$ cat src/hw/rtl/tkbd_pkg.sv
// Shared types and constants for the terminal key byte decoder.
// Used by the controller, the plain-byte unit, the datapath and the top level.
// No dependencies.
package tkbd_pkg;

    // Bytes with special meaning
    localparam logic [7:0] C_ESC      = 8'h1B;
    localparam logic [7:0] C_CR       = 8'h0D;
    localparam logic [7:0] C_LF       = 8'h0A;
    localparam logic [7:0] C_DEL      = 8'h7F;
    localparam logic [7:0] C_BS       = 8'h08;
    localparam logic [7:0] C_LBRACKET = 8'h5B;
    localparam logic [7:0] C_SS3_O    = 8'h4F;
    localparam logic [7:0] C_TILDE    = 8'h7E;
    localparam logic [7:0] C_DIGIT_LO = 8'h30;
    localparam logic [7:0] C_DIGIT_HI = 8'h39;
    localparam logic [3:0] C_DIGIT_HN = 4'h3;
    localparam logic [7:0] C_FIN_A    = 8'h41;
    localparam logic [7:0] C_FIN_B    = 8'h42;
    localparam logic [7:0] C_FIN_C    = 8'h43;
    localparam logic [7:0] C_FIN_D    = 8'h44;
    localparam logic [7:0] C_FIN_H    = 8'h48;
    localparam logic [7:0] C_FIN_F    = 8'h46;

    // UTF-8 prefix masks and patterns
    localparam logic [7:0] C_MASK_CONT  = 8'h3F;
    localparam logic [7:0] C_MASK_LEAD2 = 8'h1F;
    localparam logic [7:0] C_MASK_LEAD3 = 8'h0F;
    localparam logic [7:0] C_MASK_LEAD4 = 8'h07;
    localparam logic [7:0] C_PFX_CONT_M = 8'hC0;
    localparam logic [7:0] C_PFX_CONT   = 8'h80;
    localparam logic [7:0] C_PFX_2B_M   = 8'hE0;
    localparam logic [7:0] C_PFX_2B     = 8'hC0;
    localparam logic [7:0] C_PFX_3B_M   = 8'hF0;
    localparam logic [7:0] C_PFX_3B     = 8'hE0;
    localparam logic [7:0] C_PFX_4B_M   = 8'hF8;
    localparam logic [7:0] C_PFX_4B     = 8'hF0;

    localparam int unsigned CP_W = 21;
    localparam logic [CP_W-1:0] C_CP_PRINT_MIN = 21'h00020;
    localparam logic [CP_W-1:0] C_CP_TAB       = 21'h00009;

    // Output tdata: kind (4) + code point (21), padded to 32
    localparam int unsigned OUT_TDATA_W = 32;
    localparam int unsigned OUT_PAD_W   = 7;

    typedef enum logic [3:0] {
        K_CHAR      = 4'd0,
        K_UP        = 4'd1,
        K_DOWN      = 4'd2,
        K_RIGHT     = 4'd3,
        K_LEFT      = 4'd4,
        K_HOME      = 4'd5,
        K_END       = 4'd6,
        K_DELETE    = 4'd7,
        K_BACKSPACE = 4'd8,
        K_ENTER     = 4'd9
    } t_key_kind;

    // Controller -> datapath commands
    typedef struct packed {
        logic load;
        logic decode;
        logic replay;
        logic flush;
    } t_tkbd_cmd;

    // Datapath -> controller status
    typedef struct packed {
        logic abandon;
        logic replay_last;
        logic hold_v;
        logic out_free;
        logic can_step;
    } t_tkbd_sts;

endpackage

$ cat src/hw/rtl/tkbd_plain.sv
// Plain-byte unit: Enter/Backspace/ESC detection and the UTF-8 decoder step.
// Purely combinational; the UTF-8 state registers live in tkbd_dp.
// Depends on tkbd_pkg.
module tkbd_plain (
    input  logic [7:0]                    i_byte,
    input  logic [1:0]                    i_u8_rem,
    input  logic [tkbd_pkg::CP_W-1:0]     i_cp_acc,
    output logic                          o_ev_v,
    output tkbd_pkg::t_key_kind           o_ev_kind,
    output logic [tkbd_pkg::CP_W-1:0]     o_ev_cp,
    output logic                          o_set_esc,
    output logic [1:0]                    o_u8_rem,
    output logic [tkbd_pkg::CP_W-1:0]     o_cp_acc
);

    logic                          w_done;
    logic [tkbd_pkg::CP_W-1:0]     w_cp;
    logic [tkbd_pkg::CP_W-1:0]     w_shift;

    // accumulator with the next six payload bits shifted in
    assign w_shift = {i_cp_acc[tkbd_pkg::CP_W-7:0], i_byte[5:0]};

    always_comb begin
        o_ev_v    = 1'b0;
        o_ev_kind = tkbd_pkg::K_CHAR;
        o_ev_cp   = '0;
        o_set_esc = 1'b0;
        o_u8_rem  = i_u8_rem;
        o_cp_acc  = i_cp_acc;
        w_done    = 1'b0;
        w_cp      = '0;

        if (i_byte == tkbd_pkg::C_ESC) begin
            o_set_esc = 1'b1;
        end else if (i_byte == tkbd_pkg::C_CR || i_byte == tkbd_pkg::C_LF) begin
            o_ev_v    = 1'b1;
            o_ev_kind = tkbd_pkg::K_ENTER;
        end else if (i_byte == tkbd_pkg::C_DEL || i_byte == tkbd_pkg::C_BS) begin
            o_ev_v    = 1'b1;
            o_ev_kind = tkbd_pkg::K_BACKSPACE;
        end else if (i_u8_rem == 2'd0) begin
            // start of a character
            if (!i_byte[7]) begin
                w_cp   = tkbd_pkg::CP_W'(i_byte);
                w_done = 1'b1;
            end else if ((i_byte & tkbd_pkg::C_PFX_2B_M) == tkbd_pkg::C_PFX_2B) begin
                o_cp_acc = tkbd_pkg::CP_W'(i_byte & tkbd_pkg::C_MASK_LEAD2);
                o_u8_rem = 2'd1;
            end else if ((i_byte & tkbd_pkg::C_PFX_3B_M) == tkbd_pkg::C_PFX_3B) begin
                o_cp_acc = tkbd_pkg::CP_W'(i_byte & tkbd_pkg::C_MASK_LEAD3);
                o_u8_rem = 2'd2;
            end else if ((i_byte & tkbd_pkg::C_PFX_4B_M) == tkbd_pkg::C_PFX_4B) begin
                o_cp_acc = tkbd_pkg::CP_W'(i_byte & tkbd_pkg::C_MASK_LEAD4);
                o_u8_rem = 2'd3;
            end
        end else if ((i_byte & tkbd_pkg::C_PFX_CONT_M) != tkbd_pkg::C_PFX_CONT) begin
            // broken sequence: drop it and this byte
            o_u8_rem = 2'd0;
        end else begin
            o_cp_acc = w_shift;
            o_u8_rem = i_u8_rem - 2'd1;
            if (i_u8_rem == 2'd1) begin
                w_cp   = w_shift;
                w_done = 1'b1;
            end
        end

        // printable code points and tab become Char events
        if (w_done && (w_cp >= tkbd_pkg::C_CP_PRINT_MIN || w_cp == tkbd_pkg::C_CP_TAB)) begin
            o_ev_v    = 1'b1;
            o_ev_kind = tkbd_pkg::K_CHAR;
            o_ev_cp   = w_cp;
        end
    end

endmodule

$ cat src/hw/rtl/tkbd_ctrl.sv
// Sequencer for the key decoder: accept, decode, replay and flush phases.
// Talks to tkbd_dp through command and status structs.
// Depends on tkbd_pkg.
module tkbd_ctrl (
    input  logic                  i_clk,
    input  logic                  i_rst_n,
    input  logic                  i_s_tvalid,
    output logic                  o_s_tready,
    input  tkbd_pkg::t_tkbd_sts   i_sts,
    output tkbd_pkg::t_tkbd_cmd   o_cmd
);

    typedef enum logic [3:0] {
        S_IDLE   = 4'b0001,
        S_DECODE = 4'b0010,
        S_REPLAY = 4'b0100,
        S_FLUSH  = 4'b1000
    } t_state;

    t_state r_state;
    t_state n_state;

    // state register
    always_ff @(posedge i_clk) begin
        if (!i_rst_n) begin
            r_state <= S_IDLE;
        end else begin
            r_state <= n_state;
        end
    end

    // next state and commands
    always_comb begin
        n_state    = r_state;
        o_cmd      = '0;
        o_s_tready = 1'b0;
        case (r_state)
            S_IDLE: begin
                o_s_tready = 1'b1;
                if (i_s_tvalid) begin
                    o_cmd.load = 1'b1;
                    n_state    = S_DECODE;
                end
            end
            S_DECODE: begin
                if (i_sts.can_step) begin
                    o_cmd.decode = 1'b1;
                    n_state      = i_sts.abandon ? S_REPLAY : S_FLUSH;
                end
            end
            S_REPLAY: begin
                if (i_sts.can_step) begin
                    o_cmd.replay = 1'b1;
                    if (i_sts.replay_last) begin
                        n_state = S_FLUSH;
                    end
                end
            end
            S_FLUSH: begin
                // last held event goes out marked as end of run
                if (!i_sts.hold_v) begin
                    n_state = S_IDLE;
                end else if (i_sts.out_free) begin
                    o_cmd.flush = 1'b1;
                    n_state     = S_IDLE;
                end
            end
            default: begin
                n_state = S_IDLE;
            end
        endcase
    end

endmodule

$ cat src/hw/rtl/tkbd_dp.sv
// Datapath: escape tracker, held digits, replay index, UTF-8 state,
// one-event hold stage and output register. Depends on tkbd_pkg, tkbd_plain.
module tkbd_dp #(
    parameter int unsigned MAX_DIGITS = 8
) (
    input  logic                              i_clk,
    input  logic                              i_rst_n,
    input  tkbd_pkg::t_tkbd_cmd               i_cmd,
    output tkbd_pkg::t_tkbd_sts               o_sts,
    input  logic [7:0]                        i_byte,
    output logic                              o_tvalid,
    input  logic                              i_tready,
    output logic [tkbd_pkg::OUT_TDATA_W-1:0]  o_tdata,
    output logic                              o_tlast
);

    localparam int unsigned CW  = $clog2(MAX_DIGITS + 1);
    localparam int unsigned DIW = (MAX_DIGITS > 1) ? $clog2(MAX_DIGITS) : 1;
    localparam int unsigned RW  = $clog2(MAX_DIGITS + 2);

    typedef enum logic [4:0] {
        PH_IDLE = 5'b00001,
        PH_ESC  = 5'b00010,
        PH_CSI  = 5'b00100,
        PH_SS3  = 5'b01000,
        PH_DIG  = 5'b10000
    } t_esc_phase;

    typedef enum logic [1:0] {
        LEAD_NONE = 2'd0,
        LEAD_CSI  = 2'd1,
        LEAD_SS3  = 2'd2
    } t_lead;

    // control state
    t_esc_phase                 r_phase, n_phase;
    logic [CW-1:0]              r_dcnt, n_dcnt;
    logic [1:0]                 r_u8_rem, n_u8_rem;
    logic [tkbd_pkg::CP_W-1:0]  r_cp_acc, n_cp_acc;
    logic [RW-1:0]              r_ridx, n_ridx;
    logic                       r_hold_v, n_hold_v;
    logic                       r_out_v, n_out_v;
    // payload
    logic [7:0]                 r_byte, n_byte;
    t_lead                      r_lead, n_lead;
    logic [CW-1:0]              r_rcnt, n_rcnt;
    tkbd_pkg::t_key_kind        r_hold_kind, n_hold_kind;
    logic [tkbd_pkg::CP_W-1:0]  r_hold_cp, n_hold_cp;
    tkbd_pkg::t_key_kind        r_out_kind, n_out_kind;
    logic [tkbd_pkg::CP_W-1:0]  r_out_cp, n_out_cp;
    logic                       r_out_last, n_out_last;
    logic [3:0]                 r_digits [MAX_DIGITS];

    logic                       w_fk_hit;
    tkbd_pkg::t_key_kind        w_fk;
    logic                       w_is_dig;
    logic                       w_is_tilde;
    logic                       w_dcnt_room;
    logic                       w_abandon;
    t_lead                      w_lead;
    logic [RW-1:0]              w_ridx_m1;
    logic [RW-1:0]              w_ridx_end;
    logic [7:0]                 w_rep_byte;
    logic [7:0]                 w_pl_byte;
    logic                       w_dig_we;
    logic [DIW-1:0]             w_dig_widx;
    logic                       w_out_free;
    logic                       w_ev_v;
    tkbd_pkg::t_key_kind        w_ev_kind;
    logic [tkbd_pkg::CP_W-1:0]  w_ev_cp;

    logic                       w_pl_ev_v;
    tkbd_pkg::t_key_kind        w_pl_ev_kind;
    logic [tkbd_pkg::CP_W-1:0]  w_pl_ev_cp;
    logic                       w_pl_set_esc;
    logic [1:0]                 w_pl_u8_rem;
    logic [tkbd_pkg::CP_W-1:0]  w_pl_cp_acc;

    // final byte of an arrow / Home / End sequence
    always_comb begin
        w_fk_hit = 1'b1;
        w_fk     = tkbd_pkg::K_CHAR;
        case (r_byte)
            tkbd_pkg::C_FIN_A: w_fk = tkbd_pkg::K_UP;
            tkbd_pkg::C_FIN_B: w_fk = tkbd_pkg::K_DOWN;
            tkbd_pkg::C_FIN_C: w_fk = tkbd_pkg::K_RIGHT;
            tkbd_pkg::C_FIN_D: w_fk = tkbd_pkg::K_LEFT;
            tkbd_pkg::C_FIN_H: w_fk = tkbd_pkg::K_HOME;
            tkbd_pkg::C_FIN_F: w_fk = tkbd_pkg::K_END;
            default:           w_fk_hit = 1'b0;
        endcase
    end

    assign w_is_dig    = (r_byte >= tkbd_pkg::C_DIGIT_LO) && (r_byte <= tkbd_pkg::C_DIGIT_HI);
    assign w_is_tilde  = (r_byte == tkbd_pkg::C_TILDE);
    assign w_dcnt_room = (r_dcnt < CW'(MAX_DIGITS));

    // mismatch detection for the pending escape sequence
    always_comb begin
        w_abandon = 1'b0;
        w_lead    = LEAD_NONE;
        case (r_phase)
            PH_ESC: begin
                w_abandon = !(r_byte == tkbd_pkg::C_LBRACKET || r_byte == tkbd_pkg::C_SS3_O);
            end
            PH_CSI: begin
                w_abandon = !w_fk_hit && !w_is_dig && !w_is_tilde;
                w_lead    = LEAD_CSI;
            end
            PH_SS3: begin
                w_abandon = !w_fk_hit;
                w_lead    = LEAD_SS3;
            end
            PH_DIG: begin
                w_abandon = (w_is_dig && !w_dcnt_room) || (!w_is_dig && !w_is_tilde);
                w_lead    = LEAD_CSI;
            end
            default: begin
                w_abandon = 1'b0;
            end
        endcase
    end

    // replay order: lead byte, held digits, then the mismatching byte
    assign w_ridx_m1  = r_ridx - RW'(1);
    assign w_ridx_end = RW'(r_rcnt) + RW'(1);

    always_comb begin
        if (r_ridx == '0) begin
            w_rep_byte = (r_lead == LEAD_SS3) ? tkbd_pkg::C_SS3_O : tkbd_pkg::C_LBRACKET;
        end else if (r_ridx == w_ridx_end) begin
            w_rep_byte = r_byte;
        end else begin
            w_rep_byte = {tkbd_pkg::C_DIGIT_HN, r_digits[w_ridx_m1[DIW-1:0]]};
        end
    end

    assign w_pl_byte = i_cmd.replay ? w_rep_byte : r_byte;

    tkbd_plain u_plain (
        .i_byte    (w_pl_byte),
        .i_u8_rem  (r_u8_rem),
        .i_cp_acc  (r_cp_acc),
        .o_ev_v    (w_pl_ev_v),
        .o_ev_kind (w_pl_ev_kind),
        .o_ev_cp   (w_pl_ev_cp),
        .o_set_esc (w_pl_set_esc),
        .o_u8_rem  (w_pl_u8_rem),
        .o_cp_acc  (w_pl_cp_acc)
    );

    // digit capture
    assign w_dig_we   = i_cmd.decode && w_is_dig &&
                        ((r_phase == PH_CSI) || (r_phase == PH_DIG && w_dcnt_room));
    assign w_dig_widx = (r_phase == PH_CSI) ? '0 : r_dcnt[DIW-1:0];

    always_ff @(posedge i_clk) begin
        if (w_dig_we) begin
            r_digits[w_dig_widx] <= r_byte[3:0];
        end
    end

    assign w_out_free = !r_out_v || i_tready;

    // next-state logic for the sequence tracker, hold stage and output
    always_comb begin
        n_phase     = r_phase;
        n_dcnt      = r_dcnt;
        n_u8_rem    = r_u8_rem;
        n_cp_acc    = r_cp_acc;
        n_ridx      = r_ridx;
        n_hold_v    = r_hold_v;
        n_out_v     = r_out_v;
        n_byte      = r_byte;
        n_lead      = r_lead;
        n_rcnt      = r_rcnt;
        n_hold_kind = r_hold_kind;
        n_hold_cp   = r_hold_cp;
        n_out_kind  = r_out_kind;
        n_out_cp    = r_out_cp;
        n_out_last  = r_out_last;
        w_ev_v      = 1'b0;
        w_ev_kind   = tkbd_pkg::K_CHAR;
        w_ev_cp     = '0;

        if (i_cmd.load) begin
            n_byte = i_byte;
        end

        // one step on the request byte
        if (i_cmd.decode) begin
            case (r_phase)
                PH_ESC: begin
                    if (r_byte == tkbd_pkg::C_LBRACKET) begin
                        n_phase = PH_CSI;
                        n_dcnt  = '0;
                    end else if (r_byte == tkbd_pkg::C_SS3_O) begin
                        n_phase = PH_SS3;
                    end
                end
                PH_CSI: begin
                    if (w_fk_hit) begin
                        n_phase   = PH_IDLE;
                        w_ev_v    = 1'b1;
                        w_ev_kind = w_fk;
                    end else if (w_is_dig) begin
                        n_dcnt  = CW'(1);
                        n_phase = PH_DIG;
                    end else if (w_is_tilde) begin
                        n_phase = PH_IDLE;
                    end
                end
                PH_SS3: begin
                    if (w_fk_hit) begin
                        n_phase   = PH_IDLE;
                        w_ev_v    = 1'b1;
                        w_ev_kind = w_fk;
                    end
                end
                PH_DIG: begin
                    if (w_is_dig && w_dcnt_room) begin
                        n_dcnt = r_dcnt + CW'(1);
                    end else if (w_is_tilde) begin
                        // single-digit codes 1, 4 and 3 name keys
                        if (r_dcnt == CW'(1)) begin
                            if (r_digits[0] == 4'd1) begin
                                w_ev_v    = 1'b1;
                                w_ev_kind = tkbd_pkg::K_HOME;
                            end else if (r_digits[0] == 4'd4) begin
                                w_ev_v    = 1'b1;
                                w_ev_kind = tkbd_pkg::K_END;
                            end else if (r_digits[0] == 4'd3) begin
                                w_ev_v    = 1'b1;
                                w_ev_kind = tkbd_pkg::K_DELETE;
                            end
                        end
                        n_dcnt  = '0;
                        n_phase = PH_IDLE;
                    end
                end
                default: begin
                    n_phase   = w_pl_set_esc ? PH_ESC : PH_IDLE;
                    n_u8_rem  = w_pl_u8_rem;
                    n_cp_acc  = w_pl_cp_acc;
                    w_ev_v    = w_pl_ev_v;
                    w_ev_kind = w_pl_ev_kind;
                    w_ev_cp   = w_pl_ev_cp;
                end
            endcase

            // mismatch: drop the ESC and set up the replay
            if (w_abandon) begin
                n_phase = PH_IDLE;
                n_dcnt  = '0;
                n_rcnt  = r_dcnt;
                n_lead  = w_lead;
                n_ridx  = (w_lead == LEAD_NONE) ? RW'(1) : '0;
            end
        end

        // one replayed byte through the plain-byte unit
        if (i_cmd.replay) begin
            n_u8_rem  = w_pl_u8_rem;
            n_cp_acc  = w_pl_cp_acc;
            w_ev_v    = w_pl_ev_v;
            w_ev_kind = w_pl_ev_kind;
            w_ev_cp   = w_pl_ev_cp;
            n_ridx    = r_ridx + RW'(1);
            if (w_pl_set_esc) begin
                n_phase = PH_ESC;
            end
        end

        // output register drains
        if (r_out_v && i_tready) begin
            n_out_v = 1'b0;
        end

        // new event: the held one moves out as not-last
        if (w_ev_v) begin
            if (r_hold_v) begin
                n_out_v    = 1'b1;
                n_out_kind = r_hold_kind;
                n_out_cp   = r_hold_cp;
                n_out_last = 1'b0;
            end
            n_hold_v    = 1'b1;
            n_hold_kind = w_ev_kind;
            n_hold_cp   = w_ev_cp;
        end

        // end of run: held event moves out as last
        if (i_cmd.flush) begin
            n_out_v    = 1'b1;
            n_out_kind = r_hold_kind;
            n_out_cp   = r_hold_cp;
            n_out_last = 1'b1;
            n_hold_v   = 1'b0;
        end
    end

    // control registers
    always_ff @(posedge i_clk) begin
        if (!i_rst_n) begin
            r_phase  <= PH_IDLE;
            r_dcnt   <= '0;
            r_u8_rem <= '0;
            r_cp_acc <= '0;
            r_ridx   <= '0;
            r_hold_v <= 1'b0;
            r_out_v  <= 1'b0;
        end else begin
            r_phase  <= n_phase;
            r_dcnt   <= n_dcnt;
            r_u8_rem <= n_u8_rem;
            r_cp_acc <= n_cp_acc;
            r_ridx   <= n_ridx;
            r_hold_v <= n_hold_v;
            r_out_v  <= n_out_v;
        end
    end

    // payload registers
    always_ff @(posedge i_clk) begin
        r_byte      <= n_byte;
        r_lead      <= n_lead;
        r_rcnt      <= n_rcnt;
        r_hold_kind <= n_hold_kind;
        r_hold_cp   <= n_hold_cp;
        r_out_kind  <= n_out_kind;
        r_out_cp    <= n_out_cp;
        r_out_last  <= n_out_last;
    end

    // status to the controller
    always_comb begin
        o_sts.abandon     = w_abandon;
        o_sts.replay_last = (r_ridx == w_ridx_end);
        o_sts.hold_v      = r_hold_v;
        o_sts.out_free    = w_out_free;
        o_sts.can_step    = !r_hold_v || w_out_free;
    end

    assign o_tvalid = r_out_v;
    assign o_tdata  = {{tkbd_pkg::OUT_PAD_W{1'b0}}, r_out_cp, r_out_kind};
    assign o_tlast  = r_out_last;

endmodule

$ cat src/hw/rtl/terminal_key_byte_decoder.sv
// Top level of the terminal key byte decoder.
// Instantiates tkbd_ctrl and tkbd_dp; depends on tkbd_pkg.
//
// Turns raw terminal bytes into key events (Enter, Backspace, arrows, Home,
// End, Delete and UTF-8 characters). One byte is taken at a time and goes
// through the accept, decode and flush steps. When an escape sequence
// breaks, the ESC is dropped and the held bytes are replayed through the
// single plain-byte decoder between decode and flush, one byte per cycle
// while the output does not stall. Events leave through an output register
// backed by a one-event hold stage; a stalled output holds the sequencer.
// The last event caused by a byte carries tlast.
module terminal_key_byte_decoder #(
    parameter int unsigned MAX_DIGITS = 8
) (
    input  logic                              i_clk,
    input  logic                              i_rst_n,
    input  logic                              i_s_axis_tvalid,
    output logic                              o_s_axis_tready,
    // [7:0] in_byte
    input  logic [7:0]                        i_s_axis_tdata,
    output logic                              o_m_axis_tvalid,
    input  logic                              i_m_axis_tready,
    // [3:0] key_kind, [24:4] code_point, [31:25] zero
    output logic [tkbd_pkg::OUT_TDATA_W-1:0]  o_m_axis_tdata,
    output logic                              o_m_axis_tlast
);

    tkbd_pkg::t_tkbd_cmd w_cmd;
    tkbd_pkg::t_tkbd_sts w_sts;

    tkbd_ctrl u_ctrl (
        .i_clk      (i_clk),
        .i_rst_n    (i_rst_n),
        .i_s_tvalid (i_s_axis_tvalid),
        .o_s_tready (o_s_axis_tready),
        .i_sts      (w_sts),
        .o_cmd      (w_cmd)
    );

    tkbd_dp #(
        .MAX_DIGITS (MAX_DIGITS)
    ) u_dp (
        .i_clk    (i_clk),
        .i_rst_n  (i_rst_n),
        .i_cmd    (w_cmd),
        .o_sts    (w_sts),
        .i_byte   (i_s_axis_tdata),
        .o_tvalid (o_m_axis_tvalid),
        .i_tready (i_m_axis_tready),
        .o_tdata  (o_m_axis_tdata),
        .o_tlast  (o_m_axis_tlast)
    );

    // no event may be left over when a new request is taken
    a_idle_hold_empty: assert property (@(posedge i_clk) disable iff (!i_rst_n)
        o_s_axis_tready |-> !w_sts.hold_v)
        else $error("event still held while accepting a new byte");

    // steps only when the hold stage can make room
    a_step_has_room: assert property (@(posedge i_clk) disable iff (!i_rst_n)
        (w_cmd.decode || w_cmd.replay || w_cmd.flush) |-> w_sts.can_step)
        else $error("step issued while the output register is full");

    // at most one command per cycle
    a_cmd_onehot: assert property (@(posedge i_clk) disable iff (!i_rst_n)
        $onehot0({w_cmd.load, w_cmd.decode, w_cmd.replay, w_cmd.flush}))
        else $error("more than one command issued");

    // a flush puts an end-of-run event on the output
    a_flush_last: assert property (@(posedge i_clk) disable iff (!i_rst_n)
        w_cmd.flush |=> (o_m_axis_tvalid && o_m_axis_tlast))
        else $error("flush did not present the last event");

endmodule

$ cat config.mk
export PLATFORM = sky130hd
export DESIGN_NAME = terminal_key_byte_decoder
export DESIGN_NICKNAME = d
export VERILOG_FILES = /design/src/hw/rtl/tkbd_pkg.sv /design/src/hw/rtl/tkbd_plain.sv /design/src/hw/rtl/tkbd_ctrl.sv /design/src/hw/rtl/tkbd_dp.sv /design/src/hw/rtl/terminal_key_byte_decoder.sv
export SDC_FILE = /design/constraint.sdc
export NUM_CORES = 1
export LEC_CHECK = 0
export BUFFER_PORTS_ARGS = -buffer_cell sky130_fd_sc_hd__buf_4
export CAP_MARGIN = 15
export CORE_MARGIN = 5
export CORE_UTILIZATION = 55
export DETAILED_ROUTE_END_ITERATION = 10
export HOLD_SLACK_MARGIN = 0.08
export PLACE_DENSITY = 0.73
export SETUP_SLACK_MARGIN = 0.3
export SYNTH_ARGS = -nofsm -noshare
export SYNTH_HDL_FRONTEND = slang
export SYNTH_SLANG_ARGS = --single-unit
$ cat constraint.sdc
create_clock -name i_clk -period 5.1 [get_ports i_clk]
set_clock_uncertainty 0.15 [all_clocks]
set_input_delay 0.51 -clock i_clk [delete_from_list [all_inputs] [get_ports i_clk]]
set_output_delay 0.51 -clock i_clk [all_outputs]
set_load 0.01 [all_outputs]
; Word level (Yosys, flattened, before mapping)
; Memories as Yosys holds them, arrays and structs flattened.
; Index checks and enable logic that the tools add are counted.
[classes]
n_reduce_logical = 46
magnitude_cmp = 4
bitwise = 1
n_mux = 133
n_addsub = 5
n_eq_ne = 44
[op_table]
columns = cell, count
row1 = two-way mux 21 bit, 25
row2 = two-way mux 4 bit, 30
row3 = equality test 8 x 7 -> 1 bit (second input constant), 10
row4 = two-way mux 5 bit, 12
row5 = two-way mux 1 bit, 38
row6 = two-way mux 2 bit, 13
row7 = equality test 8 x 4 -> 1 bit (second input constant), 3
row8 = two-way mux 8 bit, 3
row9 = case mux 4 bit (3 select lines), 2
row10 = equality test 21 x 4 -> 1 bit (second input constant), 1
row11 = >= comparator 21 x 6 -> 1 bit (second input constant), 1
row12 = case mux 5 bit (4 select lines), 1
row13 = case mux 3 bit (6 select lines), 1
row14 = case mux 4 bit (4 select lines), 1
row15 = adder 4 x 1 -> 4 bit (second input constant), 3
row16 = equality test 4 x 1 -> 1 bit (second input constant), 3
row17 = logical AND 1 bit, 11
row18 = equality test 5 bit (second input constant), 2
row19 = AND reduction 2 bit, 5
row20 = two-way mux 3 bit, 3
row21 = equality test 4 x 2 -> 1 bit (second input constant), 2
row22 = equality test 4 x 3 -> 1 bit (second input constant), 2
row23 = equality test 4 bit (second input constant), 2
row24 = equality test 8 x 5 -> 1 bit (second input constant), 1
row25 = other kinds (33), 58
[totals]
word_cells = 250
regBits = 107
mem_count = 1
input_bits = 12
out_inout_bits = 35
ram_bits = 32
[memory_table]
columns = name, depth, width, read_ports, rd_clocked_by_memory_dff, wr, line_no
row1 = u_dp.r_digits, 8, 4, 2, 0, 1, tkbd_dp.sv:52  ; logic [3:0] r_digits [MAX_DIGITS];

; Logic depth before layout (Yosys ltp)
; Gate-level depths: netlist (run 1).
[depth]
ltp_word = 21
depth_mapped = 13

; Cells and area by module
; A second synthesis (run 1) with hierarchy kept.
[hier_totals]
hier_cells = 683
area_unflattened_um2 = 7110.6
[by_module_without_submodules]
columns = module, instances, seq_area_each_um2, cells_each, area_each_um2
row1 = tkbd_dp, 1, 3663.5, 480, 5830.6
row2 = tkbd_plain, 1, 0.0, 161, 933.4
row3 = tkbd_ctrl, 1, 80.1, 42, 346.6

; Worst setup path after synthesis (run 1)
; OpenSTA, ideal clock, no wires.
[synth_path]
path_kind = flip-flop to flip-flop
start = reg u_dp.r_ridx[0]
end = reg u_dp.r_out_cp[0] (netlist bit) (enable)
synth_period_minus_slack_ns = 4.548
t_arrival_ns = 3.975
path_stages_with_launch = 13
n_path_buf = 2
slack_ns = 0.552
t_required_ns = 4.528
setup_ns = 0.422
path_cell_list = dfxtp_1 > buf_4 > inv_1 > ha_1 > clkbuf_1 > mux4_2 > mux2i_1 > o2111ai_1 > and2_4 > mux2i_1 > o22ai_4 > o21ai_1 > a31oi_1
[synth_via]
elab_chain_len = 20
word_cells_on_any_way = 41
classes_between = add/sub (1) / order compare (1) / eq/ne (8) / mux (23) / reduce/logical (7) / memory (1)
[synth_rtl]
columns = element, line_no
row1 = from (decl), tkbd_dp.sv:40  ; logic [RW-1:0] r_ridx, n_ridx;
row2 = from (signal assigned), tkbd_dp.sv:317  ; r_ridx <= n_ridx;
row3 = subtractor 3 x 1 -> 3 bit, tkbd_dp.sv:125  ; assign w_ridx_m1 = r_ridx - RW'(1);
row4 = memory (8 x 4 bit), n/a
row5 = two-way mux 8 bit, tkbd_dp.sv:131  ; end else if (r_ridx == w_ridx_end) begin
row6 = two-way mux 8 bit (*), tkbd_dp.sv:129  ; if (r_ridx == '0) begin
row7 = two-way mux 8 bit (*), tkbd_dp.sv:138  ; assign w_pl_byte = i_cmd.replay ? w_rep_byte : r_byte;
row8 = two-way mux 21 bit, tkbd_plain.sv:62  ; if (i_u8_rem == 2'd1) begin
row9 = two-way mux 21 bit, tkbd_plain.sv:56  ; end else if ((i_byte & tkbd_pkg::C_PFX_CONT_M) != tkbd_pkg::C_PFX_CONT) begin
row10 = two-way mux 21 bit, tkbd_plain.sv:41  ; end else if (i_u8_rem == 2'd0) begin
row11 = [... 4 more ...], n/a
row12 = logical OR 1 bit, tkbd_plain.sv:69  ; if (w_done && (w_cp >= tkbd_pkg::C_CP_PRINT_MIN || w_cp == tkbd_pkg::C_CP_TAB)) begin
row13 = logical AND 1 bit, tkbd_plain.sv:69
row14 = two-way mux 1 bit (*), tkbd_plain.sv:69
row15 = case mux 1 bit (3 select lines), tkbd_dp.sv:192  ; case (r_phase)
row16 = two-way mux 1 bit, tkbd_dp.sv:191  ; if (i_cmd.decode) begin
row17 = two-way mux 1 bit (*), tkbd_dp.sv:262  ; if (i_cmd.replay) begin
row18 = nonzero test 2 bit (no source line) (*), n/a
row19 = AND reduction 2 bit (no source line) (*), n/a
row20 = to (signal assigned), tkbd_dp.sv:331  ; r_out_cp <= n_out_cp;
row21 = to (decl), tkbd_dp.sv:50  ; logic [tkbd_pkg::CP_W-1:0] r_out_cp, n_out_cp;
; Every way passes the cells marked *; elsewhere a longest branch is shown, timed or not.
; A chain may end at the register's enable or synchronous reset.

; Final worst setup path (run 1)
[layout_path]
start = reg u_dp.r_ridx[1]
end = reg u_dp.r_out_cp[5] (netlist bit) (enable)
; The elaborated chain is that of the path after synthesis.

==> summary.txt, run 1 <==
Run status
  – Status: finished, final reports clean

Worst setup path
  – Crit Path Max Fanout: 25
  – Slowest cell on crit path: nor3b_2
  – Flop2flop setup slack: 0.88 ns
  – Crit-path max cell delay: 0.60 ns
  – Critical Path End Type: register
  – CP arrival: 4.16 ns
  – CP top delay family: compound AO/OA/AOI/OAI gates
  – CP cell instances: inv_1, ha_1, nor3b_2, nand4_1, a211o_1, a21oi_1, mux2i_1, o22ai_4, o21ai_1, a31oi_2, buf_4
  – CP Class: reg -> reg
  – Critical Path RT: 5.03 ns
  – WP buf/inv: 2
  – Startpoint Class: register

Synthesis
  – Number of synthesized flops with an enable pin: 96
  – Syn Area/Cell: 11.7 um2
  – Total of warnings raised by yosys: 0
  – Post-synth top flop: edfxtp_1
  – Gate Count Post-Synth: 546
  – Synth cell types: 79
  – FF+latch count, synth: 133
  – Async SR Flop Fraction: 0%
  – Area of the mapped netlist: 6400 um2
  – Register area share after synthesis: 56.6%

Global routing
  – Grt total ovfl: 0
  – Vias in the first global route: 4620
  – First-pass GRT wire length: 24900 um
  – Initial antenna violation count: 0
  – Pin count of the biggest net entering global routing: 26
  – Total GRT Usage: 22.4%

Timing
  – Setup violations, final: 0
  – Post-route setup TNS: 0 ns
  – Final Max Slew Viols: 0
  – Setup ws final: 0.876 ns
  – Final Cycle Share: 82.8%
  – RSZ-0062 raised after global routing: no
  – Max Fclk: 0.237 GHz
  – Final hold vios: 0
  – Fin crit period: 4.22 ns
  – Max_slew headroom: 30.6%
  – Worst-Margin Slew: 1.03 ns

Clock tree
  – Clock root cell: clkbuf_16
  – Postcts setup bufs: 0
  – CTS H-tree lvls: 4
  – Clock-pin slew on the worst setup and hold paths: 0.06 ns
  – Hold buffers post-CTS: 0
  – Clk_lat worst skew: 0.41 ns
  – Max Root-Sink Buffers: 2
  – Clock Sinks: 133
  – TritonCTS buffer count: 17
  – CTS tree: built
  – Post-CTS resize count: 0

Die
  – Effective utilization at floorplan: 56.1%
  – Placeable Area: 11400 um2
  – Die height: 118 um
  – Area of the die: 13900 um2
  – Die W: 118 um
  – Ports: 47
  – Site Rows: 39

Route
  – Vias/cell: 6.42
  – Routed Antenna Nets: 0
  – Initial DRC count: 543
  – DRC: 0
  – Final wirelength: 15200 um
  – Avg WL per Cell: 20.6 um
  – Vias: 4737
  – Pre-antenna DRT Iters: 5

Cells and area
  – Post-Layout Cell Count: 738
  – Fill cells: 910
  – Area grow syn2layout: 14.3%
  – Commonest non-fill, non-tap cells in the layout: 96 x edfxtp_1, 43 x buf_4, 37 x dfxtp_1
  – Antenna cells: 0
  – Fin nets: 601
  – Most common cell after layout, fill and taps aside: edfxtp_1
  – Fraction of layout cells with a size suffix above 1: 17.3%

Placement
  – Placed cell count: 706
  – Input/output buffers: 39
  – Setup Slack @ Placement: 0.975 ns
  – Post-DP HPWL: 10800 um
  – Placer congestion estimate: 1.03

Power and ir drop
  – Total power: 2.42 mW
  – Leakage: 2.54 nW
  – Peak supply drop: 225 uV
  – P per Cell Area: 330 nW/um2

Job
  – Max-cap viol count: 0

Hold path
  – Hold Path Class: in -> reg
metal layers:
| metal | vias to the layer above | track usage (%) | wire length [um] |
|---|---|---|---|
| li1 | 2181 | - | - |
| met1 | 2290 | 31.2 | 6600 |
| met2 | 224 | 33.7 | 6960 |
| met3 | 42 | 5.62 | 1200 |
| met4 | 0 | 8.67 | 437 |
| met5 | - | 0 | 0 |
stage by stage:
stage	hold slack, ns	util (%)	area [um2]
detailed placement	0.255	59.2	6760
finish	0.123	64.1	7320
global route	0.104	64.1	7320
floorplan	0.250	-	6420
global placement	0.251	59.2	6760
CTS	0.107	64.1	7320
cells in the mapped netlist, types with 6 or more instances:
cell type   n  area share (%)
nand2_1    35             2.1
edfxtp_1   96              45
a31oi_1     9            0.88
a21oi_1    29             2.3
and2_1     19             1.9
buf_2       6            0.47
nor2_1     36             2.1
a22o_1     10             1.4
o21ai_0    25             2.0
mux2i_1    10             1.6
nand2b_1   10            0.98
nor4_1     12             1.2
nand3_1    19             1.5
mux4_2      8             2.8
buf_4      10             1.2
inv_1      17             1.0
ha_1        7             1.4
dfxtp_1    37              12
nor3_1     14             1.1
clkbuf_1   14            0.82
area by class of cell:
class	count	area, um2	area share [%]
Timing Repair Buffer	43	323	4.41
Tap cell	143	179	2.45
Clock inverter	14	128	1.74
Sequential cell	133	3620	49.5
Multi-Input combinational cell	370	2570	35.1
Clock buffer	18	429	5.87
Inverter	17	63.8	0.872
flip-flops by register name, summed over array words and instances (netlist names), 4 cells and up:
register,cells
u_dp.r_digits,32
u_dp.r_hold_cp,21
u_dp.r_out_cp,21
u_dp.r_cp_acc,15
u_dp.r_byte,8
u_dp.r_phase,5
u_ctrl.r_state,4
u_dp.r_dcnt,4
u_dp.r_hold_kind,4
u_dp.r_out_kind,4
u_dp.r_rcnt,4
u_dp.r_ridx,4
power breakdown:
part	internal [mW]	switching, mW
registers	1.17	0.0277
logic	0.0337	0.0597
clock network	0.672	0.458
final timing paths:
| check | startpoint | endpoint | depth (start not counted) |
|---|---|---|---|
| setup reg to reg | u_dp.r_ridx[1]$_SDFFE_PN0P_ | u_dp.r_out_cp[5]$_DFFE_PP_ | 11 |
| hold reg to reg | u_dp.r_hold_cp[4]$_DFFE_PN_ | u_dp.r_out_cp[4]$_DFFE_PP_ | 0 |
| setup / recovery | u_dp.r_ridx[1]$_SDFFE_PN0P_ | u_dp.r_out_cp[5]$_DFFE_PP_ | 11 |
| hold / removal | i_s_axis_tdata[3] | u_dp.r_byte[3]$_DFFE_PP_ | 1 |
cells by family after synthesis:
logic type	count (synthesis)	share of synthesized area (%)
compound gates	135	14.9
xor+xnor	11	2.19
fa+ha+maj	7	1.37
buf+inv	49	3.69
flops	133	56.6
mux	18	4.38
other cells	1	0.0586
simple gates	192	16.8
worst reg2reg max path, stage by stage, from the launching register on:
cell and delay, ns:
dfxtp_1 0.38, inv_1 0.09, ha_1 0.19, nor3b_2 0.60
nand4_1 0.45, a211o_1 0.40, a21oi_1 0.37, mux2i_1 0.22
o22ai_4 0.31, o21ai_1 0.18, a31oi_2 0.21, buf_4 0.33
Power figures use the tool's default switching activity.
==> run 2: changes to the inputs <==
==> constraint.sdc (replaced) <==
create_clock -name i_clk -period 4.1 [get_ports i_clk]
set_clock_uncertainty 0.15 [all_clocks]
set_input_delay 0.41 -clock i_clk [delete_from_list [all_inputs] [get_ports i_clk]]
set_output_delay 0.41 -clock i_clk [all_outputs]
set_load 0.01 [all_outputs]
==> run 2 against run 1 <==
Critical path depth is 2 lower; hold slack worse by 0.0011 ns; sequential share of layout area is 1.7 points lower; largest power group unchanged; non-clock buffer count is 27 higher; highest routed layer unchanged; first-iteration DRC count is 12% lower; clock-buffer cell count stayed put; sequential cell count stayed put.
==> summary.txt, run 2 (same netlist as run 1, synthesis figures left out) <==
Worst setup path
  – Flop2flop setup slack: 0.42 ns (-0.45 ns)
  – CP Class: reg -> reg
  – Critical Path RT: 4.06 ns (-0.97 ns)
  – Worst-case reg-to-reg path depth: 9 (-2)
  – RR Startpoint: u_dp.r_byte[7]$_DFFE_PP_
  – CP cell instances: nand2b_1, or4_1, a2111o_1, a21o_1, a31oi_1, or2_2, o21ai_1, a31oi_4, buf_6
  – Reg2reg end: u_dp.r_out_kind[3]$_DFFE_PP_
  – Crit-path max cell delay: 0.63 ns (+0.03 ns)
  – Startpoint Class: register
  – Critical Path Start: u_dp.r_byte[7]$_DFFE_PP_
  – Crit Path Max Fanout: 25 (unchanged)
  – CP arrival: 3.64 ns (-0.52 ns)
  – Critical Path End Type: register
  – Slowest cell on crit path: or4_1

Die
  – Die W: 118 um (unchanged)
  – Effective utilization at floorplan: 56.1% (unchanged)
  – Site Rows: 39 (unchanged)
  – Placeable Area: 11400 um2 (unchanged)
  – Area of the die: 13900 um2 (unchanged)
  – Die height: 118 um (unchanged)
  – Ports: 47 (unchanged)

Power and ir drop
  – Peak supply drop: 363 uV (+61%)
  – P per Cell Area: 400 nW/um2 (+21%)
  – Leakage: 2.67 nW (+5.1%)

Placement
  – Placer congestion estimate: 1.01 (-1.9%)
  – Post-DP HPWL: 10900 um (+1.2%)
  – Input/output buffers: 39 (unchanged)
  – Placed Area: 6890 um2 (+1.9%)

Timing
  – RSZ-0062 raised after global routing: no
  – Max Fclk: 0.272 GHz (+15%)
  – Setup violations, final: 0 (unchanged)
  – Fin crit period: 3.68 ns (-0.546 ns)
  – Hold_ws: 0.122 ns (-0.00114 ns)
  – Final Cycle Share: 89.7% (+6.9 points)
  – Final Max Slew Viols: 0 (unchanged)
  – Worst-Margin Slew: 0.993 ns (-0.0398 ns)
  – Max_slew headroom: 33.2% (+2.6 points)
  – Final hold vios: 0 (unchanged)
  – Post-route setup TNS: 0 ns (unchanged)

Global routing
  – Grt total ovfl: 0 (unchanged)
  – First-pass GRT wire length: 24900 um (-0.30%)
  – Initial antenna violation count: 0 (unchanged)
  – Vias in the first global route: 4604 (-0.35%)
  – Pin count of the biggest net entering global routing: 26 (unchanged)
  – Total GRT Usage: 22.8% (+0.40 points)

Cells and area
  – Max reg flops: 32 (unchanged)
  – Largest Register: u_dp.r_digits
  – Antenna cells: 0 (unchanged)
  – Final instance area: 7580 um2 (+3.6%)
  – Most common cell after layout, fill and taps aside: edfxtp_1
  – Area grow syn2layout: 18.4%
  – Fin nets: 628 (+4.5%)
  – Final Util: 66.3% (+2.3 points)
  – Commonest non-fill, non-tap cells in the layout: 96 x edfxtp_1, 61 x buf_4, 37 x dfxtp_1
  – Largest regs: u_dp.r_digits: 32 flops, u_dp.r_hold_cp: 21 flops, u_dp.r_out_cp: 21 flops
  – Fraction of layout cells with a size suffix above 1: 19.9% (+2.6 points)

Clock tree
  – Clock Sinks: 133 (unchanged)
  – Clk_lat worst skew: 0.43 ns (+0.02 ns)
  – TritonCTS buffer count: 17 (unchanged)
  – Max Root-Sink Buffers: 2 (unchanged)
  – Clock-pin slew on the worst setup and hold paths: 0.06 ns (about the same)
  – CTS tree: built
  – Clock root cell: clkbuf_16
  – CTS H-tree lvls: 4 (unchanged)

Run status
  – Status: finished, final reports clean

Route
  – Routed Antenna Nets: 0 (unchanged)
  – Pre-antenna DRT Iters: 7 (+2)
  – Vias: 4766 (+0.61%)
  – DRC: 0 (unchanged)
  – Avg WL per Cell: 20.4 um (-1.1%)
  – Vias/cell: 6.23 (-2.9%)
  – Final wirelength: 15600 um (+2.6%)
  – Initial DRC count: 477 (-12%)

Hold path
  – Hold-critical path depth: 3 (+2)
  – Hold_sp: i_s_axis_tvalid
  – Hold Path Class: in -> reg
  – Hold EP: u_ctrl.r_state[0]$_SDFFE_PN1P_

Job
  – Max-cap viol count: 0 (unchanged)
run 2: timing repair:
action / in CTS / in global routing
gates resized for setup: 2 / 4
cloned: 0 / 0
hold endpoints to repair: 8 / 0
hold buffers: 8 / 0
pin swaps: 0 / 0
setup buffers: 0 / 3
setup endpoints to repair: 39 / 53
run 2: power breakdown:
group	switching, mW	internal [mW]	total [mW]
clock	0.582	0.837	1.42
combinational	0.0969	0.0539	0.151
sequential	0.0130	1.45	1.46
run 2: how the worst max path moves through the flow:
stage / slack (ns) / endpoint / cells after the start
3_3_place_gp: 0.25 / u_dp.r_out_kind[0]$_DFFE_PP_ / 11
2_1_floorplan: 0.24 / u_dp.r_hold_cp[0]$_DFFE_PN_ / 12
4_1_cts: 0.34 / u_dp.r_out_cp[0]$_DFFE_PP_ / 11
3_5_place_dp: 0.21 / u_dp.r_hold_cp[12]$_DFFE_PN_ / 10
5_1_grt: 0.32 / u_dp.r_out_kind[3]$_DFFE_PP_ / 9
6_report: 0.42 / u_dp.r_out_kind[3]$_DFFE_PP_ / 9
run 2: area by class of cell:
class	count	area, um2
Multi-Input combinational cell	370	2600
Tap cell	143	179
Clock buffer	18	429
Clock inverter	14	129
Timing Repair Buffer	70	549
Fill cell	866	3840
Sequential cell	133	3620
Inverter	17	63.8
run 2: worst max-delay path, delay by kind of cell (launching register included):
family	cells	cell delay [ns]
AOI/OAI and AO/OA	5	1.30
buffers and inverters	1	0.25
DFF	1	0.50
and+or+nand+nor	3	1.14
run 2: per-stage QoR:
step	total power [mW]	cells	worst slack, ns
2_1_floorplan	1.58	552	0.238
3_3_place_gp	1.63	722	0.254
3_5_place_dp	1.63	722	0.213
4_1_cts	3.05	762	0.345
5_1_grt	3.14	765	0.318
6_report	3.03	765	0.422
run 2: routing by layer:
metal / routed length, um / GRT usage, % / share of wire (%)
met5: 0 / 0 / 0
met1: 6580 / 30.6 / 42
met2: 7420 / 35.1 / 48
met4: 289 / 9.53 / 1.9
met3: 1300 / 5.96 / 8.4
==> run 3: changes to the inputs <==
--- a/config.mk
+++ b/config.mk
@@ -10,6 +10,7 @@
 export CORE_MARGIN = 5
 export CORE_UTILIZATION = 55
 export DETAILED_ROUTE_END_ITERATION = 10
+export GPL_TIMING_DRIVEN = 0
 export HOLD_SLACK_MARGIN = 0.08
 export PLACE_DENSITY = 0.73
 export SETUP_SLACK_MARGIN = 0.3
==> run 3 against run 2 <==
Non-clock buffer count is 23 higher; cell count is 3.1% higher; sequential cell count stayed put; largest cell class unchanged.
==> summary.txt, run 3 (same netlist as run 1, synthesis figures left out) <==
Worst setup path
  – CP Class: reg -> reg
  – Crit Path Max Fanout: 10 (-60%)
  – Critical Path End Type: register
  – Reg2reg end: u_dp.r_out_cp[10]$_DFFE_PP_
  – Flop2flop setup slack: 0.43 ns (about the same)
  – Startpoint Class: register
  – Worst-case reg-to-reg path depth: 12 (+3)
  – Critical Path RT: 4.08 ns (+0.02 ns)
  – RR Startpoint: u_dp.r_ridx[0]$_SDFFE_PN0P_
  – CP arrival: 3.65 ns (about the same)

Placement
  – Post-DP HPWL: 11200 um (+2.3%)
  – Placed cell count: 734 (+1.7%)
  – Setup Slack @ Placement: -0.625 ns (-0.838 ns)
  – Input/output buffers: 39 (unchanged)
  – Placed Area: 6910 um2 (+0.33%)
  – Placer congestion estimate: 0.927 (-8.0%)

Route
  – Met2 wire len: 7330 um (-1.2%)
  – Avg WL per Cell: 20.2 um (-1.0%)
  – DRC: 0 (unchanged)
  – DR top layer: met4
  – Routed Antenna Nets: 0 (unchanged)
  – Pre-antenna DRT Iters: 6 (-1)
  – Vias/cell: 6.15 (-1.2%)
  – Met1 Wirelength: 7240 um (+10%)
  – Met3 wire length: 1140 um (-13%)
  – Final wirelength: 15900 um (+2.1%)
  – Initial DRC count: 489 (+2.5%)
  – Vias: 4856 (+1.9%)

Timing
  – Final Cycle Share: 89.5% (-0.22 points)
  – Max Fclk: 0.273 GHz (+0.25%)
  – Setup ws final: 0.431 ns (+0.00906 ns)
  – Final hold vios: 0 (unchanged)
  – Final Max Slew Viols: 0 (unchanged)
  – Fin crit period: 3.67 ns (-0.00906 ns)
  – Worst-Margin Slew: 0.993 ns (+0.000708 ns)
  – Max_slew headroom: 33.2% (-0.048 points)
  – Setup violations, final: 0 (unchanged)
  – RSZ-0062 raised after global routing: no

Die
  – Effective utilization at floorplan: 56.1% (unchanged)
  – Site Rows: 39 (unchanged)
  – Die W: 118 um (unchanged)
  – Area of the die: 13900 um2 (unchanged)
  – Ports: 47 (unchanged)
  – Die height: 118 um (unchanged)
  – Placeable Area: 11400 um2 (unchanged)

Cells and area
  – Area grow syn2layout: 21.4%
  – Final instance area: 7770 um2 (+2.6%)
  – Commonest non-fill, non-tap cells in the layout: 96 x edfxtp_1, 58 x buf_4, 36 x nor2_1, 36 x dfxtp_1, 33 x nand2_1
  – Most common cell after layout, fill and taps aside: edfxtp_1
  – Post-Layout Cell Count: 789 (+3.1%)
  – Fill cells: 878 (+1.4%)
  – Largest regs: u_dp.r_digits: 32 flops, u_dp.r_hold_cp: 21 flops, u_dp.r_out_cp: 21 flops
  – Final Util: 68.0% (+1.7 points)
  – Fin nets: 652 (+3.8%)
  – Fraction of layout cells with a size suffix above 1: 21.7% (+1.7 points)
  – Antenna cells: 0 (unchanged)
  – Largest Register: u_dp.r_digits
  – Max reg flops: 32 (unchanged)

Hold path
  – Hold_sp: i_s_axis_tvalid
  – Hold-critical path depth: 3 (unchanged)
  – Hold EP: u_ctrl.r_state[0]$_SDFFE_PN1P_
  – Hold Path Class: in -> reg

Global routing
  – Total GRT Usage: 22.9% (+0.15 points)
  – Pin count of the biggest net entering global routing: 26 (unchanged)
  – Initial antenna violation count: 0 (unchanged)
  – Vias in the first global route: 4722 (+2.6%)
  – First-pass GRT wire length: 25300 um (+1.8%)
  – Grt total ovfl: 0 (unchanged)

Power and ir drop
  – Leakage: 2.76 nW (+3.5%)
  – Peak supply drop: 302 uV (-17%)
  – P per Cell Area: 400 nW/um2 (about the same)

Clock tree
  – CTS tree: built
  – Max Root-Sink Buffers: 2 (unchanged)
  – Clk_lat worst skew: 0.41 ns (-0.02 ns)
  – Clock Sinks: 133 (unchanged)
  – Clock-pin slew on the worst setup and hold paths: 0.06 ns (about the same)
  – CTS H-tree lvls: 4 (unchanged)
  – TritonCTS buffer count: 17 (unchanged)
  – Clock root cell: clkbuf_16

Job
  – Max-cap viol count: 0 (unchanged)

Run status
  – Status: finished, final reports clean
## run 3: cell types whose count changed in the layout (fill, tap and decap cells not counted), sizes merged
cell and delta:
inv +7, a31oi +1, clkinv -4, clkbuf +13
buf +9, clkinvlp -2
## run 3: report_power, final
group | internal, mW | switching, mW
clock | 0.863 | 0.627
sequential | 1.45 | 0.0187
combinational | 0.0570 | 0.0964
total | 2.37 | 0.742
## run 3: stage by stage
| stage | hold WS [ns] | setup TNS, ns | power, mW |
|---|---|---|---|
| 3_3_place_gp | 0.253 | -28.21 | 1.63 |
| 5_1_grt | 0.162 | 0 | 3.21 |
| 4_1_cts | 0.124 | 0 | 3.12 |
| 2_1_floorplan | 0.250 | 0 | 1.58 |
| 3_5_place_dp | 0.255 | -30.08 | 1.63 |
| 6_report | 0.127 | 0 | 3.11 |
## run 3: final cells by class
class / instances / area [um2] / area share, %
Clock inverter: 15 / 160 / 2.06
Sequential cell: 133 / 3630 / 46.7
Clock buffer: 17 / 425 / 5.48
Buffer: 32 / 183 / 2.35
Timing Repair Buffer: 61 / 483 / 6.22
Multi-Input combinational cell: 371 / 2650 / 34.1
Inverter: 17 / 63.8 / 0.821
Tap cell: 143 / 179 / 2.30
## run 3: worst max-delay path by stage
stage,from,slack [ns],endpoint,cells after the start
final,u_dp.r_ridx[0]$_SDFFE_PN0P_,0.43,u_dp.r_out_cp[10]$_DFFE_PP_,12
after global routing,u_dp.r_ridx[0]$_SDFFE_PN0P_,0.32,u_dp.r_out_cp[13]$_DFFE_PP_,13
after CTS,u_dp.r_ridx[0]$_SDFFE_PN0P_,0.33,u_dp.r_out_cp[6]$_DFFE_PP_,13
after detailed placement,u_dp.r_ridx[0]$_SDFFE_PN0P_,-0.63,u_dp.r_hold_kind[1]$_SDFFCE_PP0N_,12
after global placement,u_dp.r_ridx[0]$_SDFFE_PN0P_,-0.59,u_dp.r_hold_kind[1]$_SDFFCE_PP0N_,11
after floorplan,u_dp.r_ridx[0]$_SDFFE_PN0P_,0.24,u_dp.r_hold_cp[0]$_DFFE_PN_,12
## run 3: layer usage
metal  up-vias  GRT usage (%)
met3        23           5.43
met2       196           35.2
met5         -              0
met4         0           5.88
met1      2361           33.0
li1       2276              -
## run 3: critical path, stage by stage, from the launching register on
cell and delay, ns:
dfxtp_4 0.37, buf_6 0.16, inv_1 0.08, ha_1 0.20
nor3b_4 0.34, buf_4 0.19, nor3_2 0.05, nor2_1 0.60
o221ai_2 0.25, o22ai_4 0.36, o21ai_4 0.18, a31oi_4 0.24
buf_4 0.18
## run 3: repair_timing
action / 4_1_cts / 5_1_grt
hold buffers: 8 / 0
setup buffers: 8 / 3
resized for setup: 12 / 9
pin swaps: 5 / 1
endpoints found under the setup margin: 74 / 62
endpoints found under the hold margin: 8 / 0
cloned: 1 / 0
